<file path="config.mk">
export PLATFORM = sky130hd
export DESIGN_NAME = stream_string_replace
export DESIGN_NICKNAME = d
export VERILOG_FILES = /design/src/rtl/ssr_pkg.sv /design/src/rtl/ssr_ctrl.sv /design/src/rtl/ssr_dpath.sv /design/src/rtl/stream_string_replace.sv
export SDC_FILE = /design/constraint.sdc
export NUM_CORES = 1
export LEC_CHECK = 0
export BUFFER_PORTS_ARGS = -buffer_cell sky130_fd_sc_hd__buf_2
export CORE_MARGIN = 5
export CORE_UTILIZATION = 37
export DETAILED_ROUTE_END_ITERATION = 8
export SYNTH_ARGS = -nofsm -noshare
export SYNTH_HDL_FRONTEND = slang
export SYNTH_SLANG_ARGS = --single-unit
</file>
<file path="constraint.sdc">
create_clock -name clk -period 6.52 [get_ports clk]
set_clock_uncertainty 0.1 [all_clocks]
set_input_delay 0.978 -clock clk [delete_from_list [all_inputs] [get_ports clk]]
set_output_delay 0.978 -clock clk [all_outputs]
set_load 0.05 [all_outputs]
</file>
<file path="src/rtl/ssr_pkg.sv">
`timescale 1ns / 1ps
// Shared types and constants for the streaming string replace block.
// Used by ssr_ctrl, ssr_dpath and stream_string_replace; depends on nothing.

package ssr_pkg;

  localparam int MAX_LEN_DEF = 16;   // default lookahead window depth
  localparam int REG_W       = 64;   // width of the byte-holding config registers
  localparam int LEN_W       = 5;    // width of the length config registers
  localparam int HALF_BYTES  = 8;    // bytes held by one 64-bit register
  localparam int REG_BYTES   = 16;   // bytes held by a low/high register pair
  localparam int CFG_IDX_W   = 3;

  // Configuration register indexes
  typedef enum logic [CFG_IDX_W-1:0] {
    REG_PATTERN_LOW  = 3'd0,
    REG_PATTERN_HIGH = 3'd1,
    REG_REPLACE_LOW  = 3'd2,
    REG_REPLACE_HIGH = 3'd3,
    REG_PATTERN_LEN  = 3'd4,
    REG_REPLACE_LEN  = 3'd5
  } cfg_reg_t;

  // Datapath operations issued by the controller
  typedef enum logic [2:0] {
    DP_NONE       = 3'd0,  // hold
    DP_APPEND     = 3'd1,  // store request byte in window
    DP_SHIFT      = 3'd2,  // store request byte, emit oldest, shift window
    DP_MATCH      = 3'd3,  // empty window, rewind replacement index
    DP_MATCH_MARK = 3'd4,  // empty window, emit bare end marker
    DP_REP        = 3'd5,  // emit next replacement byte
    DP_FLUSH      = 3'd6   // emit oldest window byte, shift window
  } dp_op_t;

  typedef struct packed {
    dp_op_t op;
    logic   run_last;
    logic   stream_end;
  } dp_cmd_t;

  typedef struct packed {
    logic slot_free;   // output register can take a byte this cycle
    logic full;        // window reaches pattern length with request byte
    logic match;       // window plus request byte equals pattern
    logic rep_empty;   // replacement length is zero
    logic rep_done;    // current replacement byte is the final one
    logic count_zero;  // window holds no bytes
    logic flush_done;  // window holds exactly one byte
  } dp_stat_t;

endpackage

</file>
<file path="src/rtl/ssr_ctrl.sv">
`timescale 1ns / 1ps
// Sequencer for the streaming string replace block: accepts requests and
// steps the datapath through replacement runs and flushes. Uses ssr_pkg.

module ssr_ctrl (
  input  logic              clk,
  input  logic              rst_n,
  input  logic              in_valid,
  input  logic              in_is_last,
  output logic              in_stall,
  input  ssr_pkg::dp_stat_t stat,
  output ssr_pkg::dp_cmd_t  cmd
);

  typedef enum logic [2:0] {
    S_IDLE  = 3'b001,
    S_REP   = 3'b010,
    S_FLUSH = 3'b100
  } ctl_state_t;

  ctl_state_t state_r, state_nxt;
  logic       last_r, last_nxt;
  logic       accept;

  assign in_stall = !((state_r == S_IDLE) && stat.slot_free);
  assign accept   = in_valid && !in_stall;

  always_comb begin
    state_nxt      = state_r;
    last_nxt       = last_r;
    cmd.op         = ssr_pkg::DP_NONE;
    cmd.run_last   = 1'b0;
    cmd.stream_end = 1'b0;
    unique case (state_r)
      S_IDLE: begin
        if (accept) begin
          priority if (stat.full && stat.match) begin
            last_nxt = in_is_last;
            if (!stat.rep_empty) begin
              cmd.op    = ssr_pkg::DP_MATCH;
              state_nxt = S_REP;
            end else if (in_is_last) begin
              // deleted match at end of stream: nothing left, bare marker
              cmd.op         = ssr_pkg::DP_MATCH_MARK;
              cmd.run_last   = 1'b1;
              cmd.stream_end = 1'b1;
            end else begin
              cmd.op = ssr_pkg::DP_MATCH;
            end
          end else if (stat.full) begin
            // oldest byte goes out; count stays as it was before the request
            cmd.op         = ssr_pkg::DP_SHIFT;
            cmd.run_last   = !in_is_last || stat.count_zero;
            cmd.stream_end = in_is_last && stat.count_zero;
            if (in_is_last && !stat.count_zero) begin
              state_nxt = S_FLUSH;
            end
          end else begin
            cmd.op = ssr_pkg::DP_APPEND;
            if (in_is_last) begin
              state_nxt = S_FLUSH;
            end
          end
        end
      end
      S_REP: begin
        if (stat.slot_free) begin
          cmd.op = ssr_pkg::DP_REP;
          if (stat.rep_done) begin
            // window is empty after a match, so a flush adds nothing
            cmd.run_last   = 1'b1;
            cmd.stream_end = last_r;
            state_nxt      = S_IDLE;
          end
        end
      end
      S_FLUSH: begin
        if (stat.slot_free) begin
          cmd.op = ssr_pkg::DP_FLUSH;
          if (stat.flush_done) begin
            cmd.run_last   = 1'b1;
            cmd.stream_end = 1'b1;
            state_nxt      = S_IDLE;
          end
        end
      end
      default: begin
        state_nxt = S_IDLE;
      end
    endcase
  end

  always_ff @(posedge clk) begin
    if (!rst_n) begin
      state_r <= S_IDLE;
      last_r  <= 1'b0;
    end else begin
      state_r <= state_nxt;
      last_r  <= last_nxt;
    end
  end

endmodule

</file>
<file path="src/rtl/ssr_dpath.sv">
`timescale 1ns / 1ps
// Datapath for the streaming string replace block: config registers,
// lookahead window, pattern compare and output register. Uses ssr_pkg.

module ssr_dpath #(
  parameter int MAX_LEN = ssr_pkg::MAX_LEN_DEF
) (
  input  logic                            clk,
  input  logic                            rst_n,
  input  logic                            cfg_we,
  input  logic [ssr_pkg::CFG_IDX_W-1:0]   cfg_index,
  input  logic [ssr_pkg::REG_W-1:0]       cfg_data,
  input  logic [7:0]                      in_byte,
  input  logic                            out_stall,
  input  ssr_pkg::dp_cmd_t                cmd,
  output ssr_pkg::dp_stat_t               stat,
  output logic                            out_valid,
  output logic [7:0]                      out_byte,
  output logic                            out_byte_present,
  output logic                            out_run_last,
  output logic                            out_stream_end
);

  localparam int CW  = $clog2(MAX_LEN + 1);
  localparam int IW  = (MAX_LEN > 1) ? $clog2(MAX_LEN) : 1;
  localparam int LCW = (CW > ssr_pkg::LEN_W) ? CW : ssr_pkg::LEN_W;

  logic [ssr_pkg::REG_W-1:0] pat_lo_r, pat_hi_r, rep_lo_r, rep_hi_r;
  logic [ssr_pkg::LEN_W-1:0] plen_reg_r, rlen_reg_r;

  logic [7:0]    win_r [MAX_LEN];
  logic [7:0]    win_nxt [MAX_LEN];
  logic [7:0]    win_app [MAX_LEN];
  logic [7:0]    win_app_sh [MAX_LEN];
  logic [7:0]    win_sh [MAX_LEN];
  logic [7:0]    pat_byte [MAX_LEN];
  logic [7:0]    rep_byte [MAX_LEN];
  logic [CW-1:0] count_r, count_nxt, idx_r, idx_nxt;
  logic [CW:0]   count_p1;

  logic [LCW-1:0] plen_w, rlen_w;
  logic [CW-1:0]  plen, rlen;
  logic           match;

  logic       out_valid_r, out_valid_nxt;
  logic [7:0] out_byte_r, out_byte_nxt;
  logic       out_present_r, out_present_nxt;
  logic       out_run_last_r, out_stream_end_r;
  logic       emit;

  // effective lengths: pattern 0 acts as 1, both capped at window depth
  always_comb begin
    plen_w = LCW'(plen_reg_r);
    rlen_w = LCW'(rlen_reg_r);
    priority if (plen_w == '0) begin
      plen_w = LCW'(1);
    end else if (plen_w > LCW'(MAX_LEN)) begin
      plen_w = LCW'(MAX_LEN);
    end
    if (rlen_w > LCW'(MAX_LEN)) begin
      rlen_w = LCW'(MAX_LEN);
    end
    plen = plen_w[CW-1:0];
    rlen = rlen_w[CW-1:0];
  end

  // byte views of the pattern and replacement; bytes past 15 read zero
  for (genvar j = 0; j < MAX_LEN; j++) begin : g_bytes
    if (j < ssr_pkg::HALF_BYTES) begin : g_lo
      assign pat_byte[j] = pat_lo_r[8*j +: 8];
      assign rep_byte[j] = rep_lo_r[8*j +: 8];
    end else if (j < ssr_pkg::REG_BYTES) begin : g_hi
      assign pat_byte[j] = pat_hi_r[8*(j-ssr_pkg::HALF_BYTES) +: 8];
      assign rep_byte[j] = rep_hi_r[8*(j-ssr_pkg::HALF_BYTES) +: 8];
    end else begin : g_zero
      assign pat_byte[j] = 8'h00;
      assign rep_byte[j] = 8'h00;
    end
  end

  // window with the request byte placed at the fill position
  always_comb begin
    for (int j = 0; j < MAX_LEN; j++) begin
      win_app[j] = (count_r == CW'(j)) ? in_byte : win_r[j];
    end
  end

  for (genvar j = 0; j < MAX_LEN; j++) begin : g_shift
    if (j < MAX_LEN - 1) begin : g_mid
      assign win_app_sh[j] = win_app[j+1];
      assign win_sh[j]     = win_r[j+1];
    end else begin : g_end
      assign win_app_sh[j] = win_app[j];
      assign win_sh[j]     = win_r[j];
    end
  end

  always_comb begin
    match = 1'b1;
    for (int j = 0; j < MAX_LEN; j++) begin
      if ((CW'(j) < plen) && (win_app[j] != pat_byte[j])) begin
        match = 1'b0;
      end
    end
  end

  assign count_p1        = {1'b0, count_r} + (CW+1)'(1);
  assign stat.slot_free  = !out_valid_r || !out_stall;
  assign stat.full       = count_p1 >= {1'b0, plen};
  assign stat.match      = match;
  assign stat.rep_empty  = (rlen == '0);
  assign stat.rep_done   = (({1'b0, idx_r} + (CW+1)'(1)) == {1'b0, rlen});
  assign stat.count_zero = (count_r == '0);
  assign stat.flush_done = (count_r == CW'(1));

  always_comb begin
    win_nxt         = win_r;
    count_nxt       = count_r;
    idx_nxt         = idx_r;
    emit            = 1'b0;
    out_byte_nxt    = out_byte_r;
    out_present_nxt = 1'b1;
    unique case (cmd.op)
      ssr_pkg::DP_NONE: begin
      end
      ssr_pkg::DP_APPEND: begin
        win_nxt   = win_app;
        count_nxt = count_p1[CW-1:0];
      end
      ssr_pkg::DP_SHIFT: begin
        win_nxt      = win_app_sh;
        emit         = 1'b1;
        out_byte_nxt = win_app[0];
      end
      ssr_pkg::DP_MATCH: begin
        count_nxt = '0;
        idx_nxt   = '0;
      end
      ssr_pkg::DP_MATCH_MARK: begin
        count_nxt       = '0;
        emit            = 1'b1;
        out_byte_nxt    = 8'h00;
        out_present_nxt = 1'b0;
      end
      ssr_pkg::DP_REP: begin
        emit         = 1'b1;
        out_byte_nxt = rep_byte[idx_r[IW-1:0]];
        idx_nxt      = idx_r + CW'(1);
      end
      ssr_pkg::DP_FLUSH: begin
        emit         = 1'b1;
        out_byte_nxt = win_r[0];
        win_nxt      = win_sh;
        count_nxt    = count_r - CW'(1);
      end
      default: begin
      end
    endcase
    // new pattern length drops whatever the window held
    if (cfg_we && (cfg_index == ssr_pkg::REG_PATTERN_LEN)) begin
      count_nxt = '0;
    end
  end

  assign out_valid_nxt = emit || (out_valid_r && out_stall);

  always_ff @(posedge clk) begin
    if (!rst_n) begin
      pat_lo_r    <= '0;
      pat_hi_r    <= '0;
      rep_lo_r    <= '0;
      rep_hi_r    <= '0;
      plen_reg_r  <= ssr_pkg::LEN_W'(1);
      rlen_reg_r  <= '0;
      count_r     <= '0;
      idx_r       <= '0;
      out_valid_r <= 1'b0;
    end else begin
      if (cfg_we) begin
        unique case (cfg_index)
          ssr_pkg::REG_PATTERN_LOW:  pat_lo_r   <= cfg_data;
          ssr_pkg::REG_PATTERN_HIGH: pat_hi_r   <= cfg_data;
          ssr_pkg::REG_REPLACE_LOW:  rep_lo_r   <= cfg_data;
          ssr_pkg::REG_REPLACE_HIGH: rep_hi_r   <= cfg_data;
          ssr_pkg::REG_PATTERN_LEN:  plen_reg_r <= cfg_data[ssr_pkg::LEN_W-1:0];
          ssr_pkg::REG_REPLACE_LEN:  rlen_reg_r <= cfg_data[ssr_pkg::LEN_W-1:0];
          default: begin
          end
        endcase
      end
      count_r     <= count_nxt;
      idx_r       <= idx_nxt;
      out_valid_r <= out_valid_nxt;
    end
  end

  always_ff @(posedge clk) begin
    win_r <= win_nxt;
    if (emit) begin
      out_byte_r       <= out_byte_nxt;
      out_present_r    <= out_present_nxt;
      out_run_last_r   <= cmd.run_last;
      out_stream_end_r <= cmd.stream_end;
    end
  end

  assign out_valid        = out_valid_r;
  assign out_byte         = out_byte_r;
  assign out_byte_present = out_present_r;
  assign out_run_last     = out_run_last_r;
  assign out_stream_end   = out_stream_end_r;

  // window never holds a full pattern between requests
  a_count_below_plen: assert property (@(posedge clk) disable iff (!rst_n)
    count_r < plen)
    else $error("window count reached pattern length");

  // replacement index stays inside the replacement
  a_rep_idx_range: assert property (@(posedge clk) disable iff (!rst_n)
    (cmd.op == ssr_pkg::DP_REP) |-> (idx_r < rlen))
    else $error("replacement index out of range");

  // flush only pulls bytes that are held
  a_flush_nonempty: assert property (@(posedge clk) disable iff (!rst_n)
    (cmd.op == ssr_pkg::DP_FLUSH) |-> (count_r != '0))
    else $error("flush from empty window");

  // a result never overwrites one that is still waiting
  a_no_overwrite: assert property (@(posedge clk) disable iff (!rst_n)
    emit |-> stat.slot_free)
    else $error("output register overwritten while stalled");

endmodule

</file>
<file path="src/rtl/stream_string_replace.sv">
`timescale 1ns / 1ps
// Top level of the streaming string replace block: ties the sequencer
// (ssr_ctrl) to the datapath (ssr_dpath). Uses ssr_pkg.

// Streaming find-and-replace over a byte stream. Every leftmost,
// non-overlapping occurrence of the configured pattern (1 to MAX_LEN bytes)
// is replaced by the configured replacement (0 to MAX_LEN bytes; zero
// deletes). A request whose byte causes no match and no flush is taken at
// once and, once the window is full, puts one byte in the output register.
// A match with an R-byte replacement holds off further requests while the R
// bytes go out, and a request marked last with N bytes still in the window
// holds them off while the window drains; a deleted match at end of stream
// gives one bare end marker. The single output register moves one byte per
// cycle while the result side does not stall; a stall there holds requests
// off too. Writing the pattern length empties the window. The user must write
// config registers only while the block is idle; the block does not enforce it.

module stream_string_replace #(
  parameter int MAX_LEN = ssr_pkg::MAX_LEN_DEF
) (
  input  logic                          clk,
  input  logic                          rst_n,
  // config write port
  input  logic                          cfg_we,
  input  logic [ssr_pkg::CFG_IDX_W-1:0] cfg_index,
  input  logic [ssr_pkg::REG_W-1:0]     cfg_data,
  // input byte requests
  input  logic                          in_valid,
  output logic                          in_stall,
  input  logic [7:0]                    in_byte,
  input  logic                          in_is_last,
  // result requests
  output logic                          out_valid,
  input  logic                          out_stall,
  output logic [7:0]                    out_byte,
  output logic                          out_byte_present,
  output logic                          out_run_last,
  output logic                          out_stream_end
);

  ssr_pkg::dp_cmd_t  cmd;
  ssr_pkg::dp_stat_t stat;

  // sequencer: request acceptance, replacement runs, end-of-stream flush
  ssr_ctrl u_ctrl (
    .clk        (clk),
    .rst_n      (rst_n),
    .in_valid   (in_valid),
    .in_is_last (in_is_last),
    .in_stall   (in_stall),
    .stat       (stat),
    .cmd        (cmd)
  );

  // window, compare, config and output register
  ssr_dpath #(
    .MAX_LEN (MAX_LEN)
  ) u_dpath (
    .clk              (clk),
    .rst_n            (rst_n),
    .cfg_we           (cfg_we),
    .cfg_index        (cfg_index),
    .cfg_data         (cfg_data),
    .in_byte          (in_byte),
    .out_stall        (out_stall),
    .cmd              (cmd),
    .stat             (stat),
    .out_valid        (out_valid),
    .out_byte         (out_byte),
    .out_byte_present (out_byte_present),
    .out_run_last     (out_run_last),
    .out_stream_end   (out_stream_end)
  );

endmodule
</file>
==> reports/results.tsv <==
metric	value	unit
run_status	finished, final reports clean	
crit_start	u_dpath.count_r[0]	
timing.final.ws_setup	1.018	ns
yosys_most_used_dff	dfxtp_1	
syn_nets	2589	
finish.net_count	2587	
grt_total_ovfl	0	
first_iter_violations	2478	
placementRows	90	
synth-seq-area-share	43.25	%
number_of_antenna_violations_at_the_first_check_in_global_routing	1	
syn_avg_cell_area	9.078	um^2
post_synth_instance_area	22660	um^2
non_filler_cell_area_final	25580	um^2
pin_count_of_the_biggest_net_entering_global_routing	280	
final_hold_viol_count	0	
routedWlPerCell	25.85	um
floorplan.core_area	60470	um^2
layout_worst_path_cycle_share	84.38	%
cellLeakagePower	8.386	nW
post-cts-setup-buffers	0	
setup-tns-final	0	ns
clock_tree_buf_depth	3	
library_cell_contributing_the_largest_single_delay_on_the_critical_path	nand4b_1	
detail_route.vias_per_cell	6.039	
dp.cells	3228	
total_iterations_of_the_first_detailed_routing_run	7	
tightestPinTransition	1.170	ns
peakVddDrop	344.8	uV
global_placer_s_final_weighted_congestion	0.9754	
chipWidth	257.5	um
rsz0062_at_grt	no	
cts_made_buffers	46	
grt_pass1_wl	125900	um
finalCriticalPeriod	5.502	ns
pwr_density_cell	376.8	nW/um^2
async_flop_share	0	%
end_kind	flip-flop	
ctsResizeCount	0	
wl	85650	um
cp_data_arrival_time	5.74	ns
final-instance-count-excl-fill	3313	
die-height	257.5	um
cts_hold_buf	0	
worstPathRequired	6.76	ns
timing.critical_path.fanout_max	55	
hold_slack	0.3629	ns
synthDistinctLibCells	75	
max_clock_freq	0.1818	GHz
post-route-util	42.30	%
drive_above_1_share	11.55	%
yosysWarnings	0	
num-fill-cells	5831	
max_cap_viols	0	
postRouteAntennaNets	0	
hpwlAfterDp	59360	um
numPortBuffers	93	
worstHoldPathType	reg2reg	
post-place-ws	1.280	ns
grt_util_all_layers	24.75	%
clock_slew_seen_by_the_registers_of_the_worst_setup_and_hold_paths	0.06	ns
placed_cell_area	23940	um^2
synth-seq-cells	420	
ctsHtreeMaxLevel	2	
design.die.area	66290	um^2
cpMostUsedCell	nand4b_1	
clock_insertion_delay_at_the_later_pin_of_the_skew_report	0.61	ns
cpLargestDelayFamily	simple AND/OR/NAND/NOR gates	
cts_root_buffer	clkbuf_16	
final-max-slew-violation-count	0	
timing.critical_path.buf_inv	2	
max-slew-margin-rel	22.01	%
initial_core_util	37.47	%
top_level_ports	94	
crit_type	reg2reg	
clock_sink_count	420	
first_global_vias	19020	
synth-edff-count	139	
drc	0	
tritoncts	done	
worst_path_largest_cell_delay	0.74	ns
post_synth_inst_count	2496	
min-delay-start	u_dpath.rep_lo_r[41]	
area_growth_syn_to_layout	12.88	%
p_total	9.638	mW
via_count	20010	
worstSetupStartpointType	flip-flop	
path_cells	inv_1, ha_1, nand4b_1, mux2i_1, xnor2_1, nor3_1, nand4_1, o31ai_1, nand4b_1, o21ai_4, buf_12, o21ai_1, a221o_1	
regToRegStartpoint	u_dpath.count_r[0]	
setup_viol	0	
where the power goes:
part	switching [mW]	internal, mW
clock	1.17	1.66
sequential	0.502	3.52
combinational	1.80	0.992
sequential cells by signal, indices dropped and copies added, names as in the netlist, 3 cells and up:
name and flops:
u_dpath.rep_hi_r 64, u_dpath.pat_lo_r 64, u_dpath.idx_r 5, u_dpath.rep_lo_r 64, u_ctrl.state_r 3, u_dpath.out_byte 8
u_dpath.win_r 128, u_dpath.count_r 5, u_dpath.plen_reg_r 5, u_dpath.pat_hi_r 64, u_dpath.rlen_reg_r 5
synthesized netlist by cell type, drive strengths merged, types with 3 or more instances:
| library cell | number | share of area, % |
|---|---|---|
| and3 | 10 | 0.28 |
| dfxtp | 281 | 25 |
| nor2 | 57 | 0.94 |
| a21oi | 28 | 0.62 |
| nor2b | 33 | 0.91 |
| nor3b | 14 | 0.46 |
| nand4 | 14 | 0.41 |
| a21boi | 266 | 8.8 |
| inv | 72 | 1.2 |
| mux4 | 40 | 4.0 |
| xor2 | 38 | 1.5 |
| a31oi | 11 | 0.30 |
| nor4bb | 8 | 0.35 |
| nand2 | 668 | 11 |
| o2111a | 3 | 0.15 |
| nand4b | 7 | 0.27 |
| o32ai | 3 | 0.12 |
| a2111oi | 9 | 0.38 |
| a22oi | 11 | 0.36 |
| o2111ai | 7 | 0.27 |
| o22ai | 37 | 1.0 |
| mux2i | 116 | 5.1 |
| and2 | 4 | 0.11 |
| buf | 48 | 1.0 |
| o21a | 5 | 0.17 |
| nor4b | 5 | 0.34 |
| nand3 | 38 | 0.84 |
| or3 | 7 | 0.19 |
| a21o | 6 | 0.20 |
| o211ai | 8 | 0.27 |
| a221o | 21 | 0.93 |
| o31ai | 7 | 0.23 |
| o221ai | 114 | 4.4 |
| nand3b | 3 | 0.099 |
| clkbuf | 146 | 2.4 |
| or4 | 4 | 0.13 |
| nor4 | 16 | 0.44 |
| xnor2 | 50 | 1.9 |
| ha | 12 | 0.66 |
| nor3 | 24 | 0.53 |
| o21ai | 27 | 0.65 |
| nand2b | 38 | 1.0 |
| a222oi | 4 | 0.18 |
| a221oi | 12 | 0.46 |
| edfxtp | 139 | 18 |
cell families after synthesis:
kind of cell	count (synthesis)	synth area share (%)
AND/OR/NAND/NOR	956	18.67
AO/OA/AOI/OAI	595	20.14
flip-flops	420	43.25
buffers and inverters	267	4.677
multiplexers	158	9.199
XOR/XNOR	88	3.401
adder cells (fa/ha/maj)	12	0.6626
path summary, 6_finish.rpt:
kind                                              to  slack [ns]  depth (start not counted)
worst min register to register  u_dpath.rep_lo_r[41]        0.36                          2
worst max-delay path                u_dpath.win_r[8]        1.02                         13
worst min-delay path            u_dpath.rep_lo_r[41]        0.36                          2
worst max register to register      u_dpath.win_r[8]        1.02                         13
worst reg2reg max path, delay by kind of cell, from the launching register on:
kind                       cells  cell delay, ns
adders and majority gates      1            0.36
AOI/OAI and AO/OA              4            1.39
and+or+nand+nor                4            1.72
muxes                          1            0.68
xor gates and xnor gates       1            0.13
buffers and inverters          2            0.47
DFF                            1            0.38
layout make-up:
cell class	instances	area (um^2)	share of cell area [%]
diodes	2	5.005	0.01957
clock buffers	67	1398	5.464
clock inverters	16	236.5	0.9246
inverters	73	274.0	1.071
multi-input cells	1809	11980	46.84
flip-flops and latches	420	9801	38.32
well taps	782	978.4	3.825
repair buffers	144	904.6	3.537
placed cells by master (no fill, tap or decap), types with 12 or more instances in the layout:
master and count:
nand2_1 664, dfxtp_1 280, a21boi_0 265, edfxtp_1 139, mux2i_1 116, o221ai_1 114
buf_2 92, inv_1 72, nor2_1 55, clkbuf_16 51, xnor2_1 50, buf_4 47
mux4_2 40, xor2_1 38, nand2b_1 38, o22ai_1 37, nand3_1 36, nor2b_1 33
a21oi_1 28, o21ai_0 23, nor3_1 21, a221o_1 21, nor4_1 16, nor3b_1 14
nand4_1 13, a221oi_1 12, ha_1 12
metal layers:
| metal | up-vias | wire length (um) | GRT usage, % |
|---|---|---|---|
| met1 | 9832 | 35860 | 34.05 |
| met5 | - | 0 | 0 |
| met3 | 205 | 8112 | 5.343 |
| met2 | 998 | 38470 | 38.85 |
| li1 | 8971 | - | - |
| met4 | 0 | 3201 | 8.395 |
Note: power is estimated with default switching activity, not from simulation.
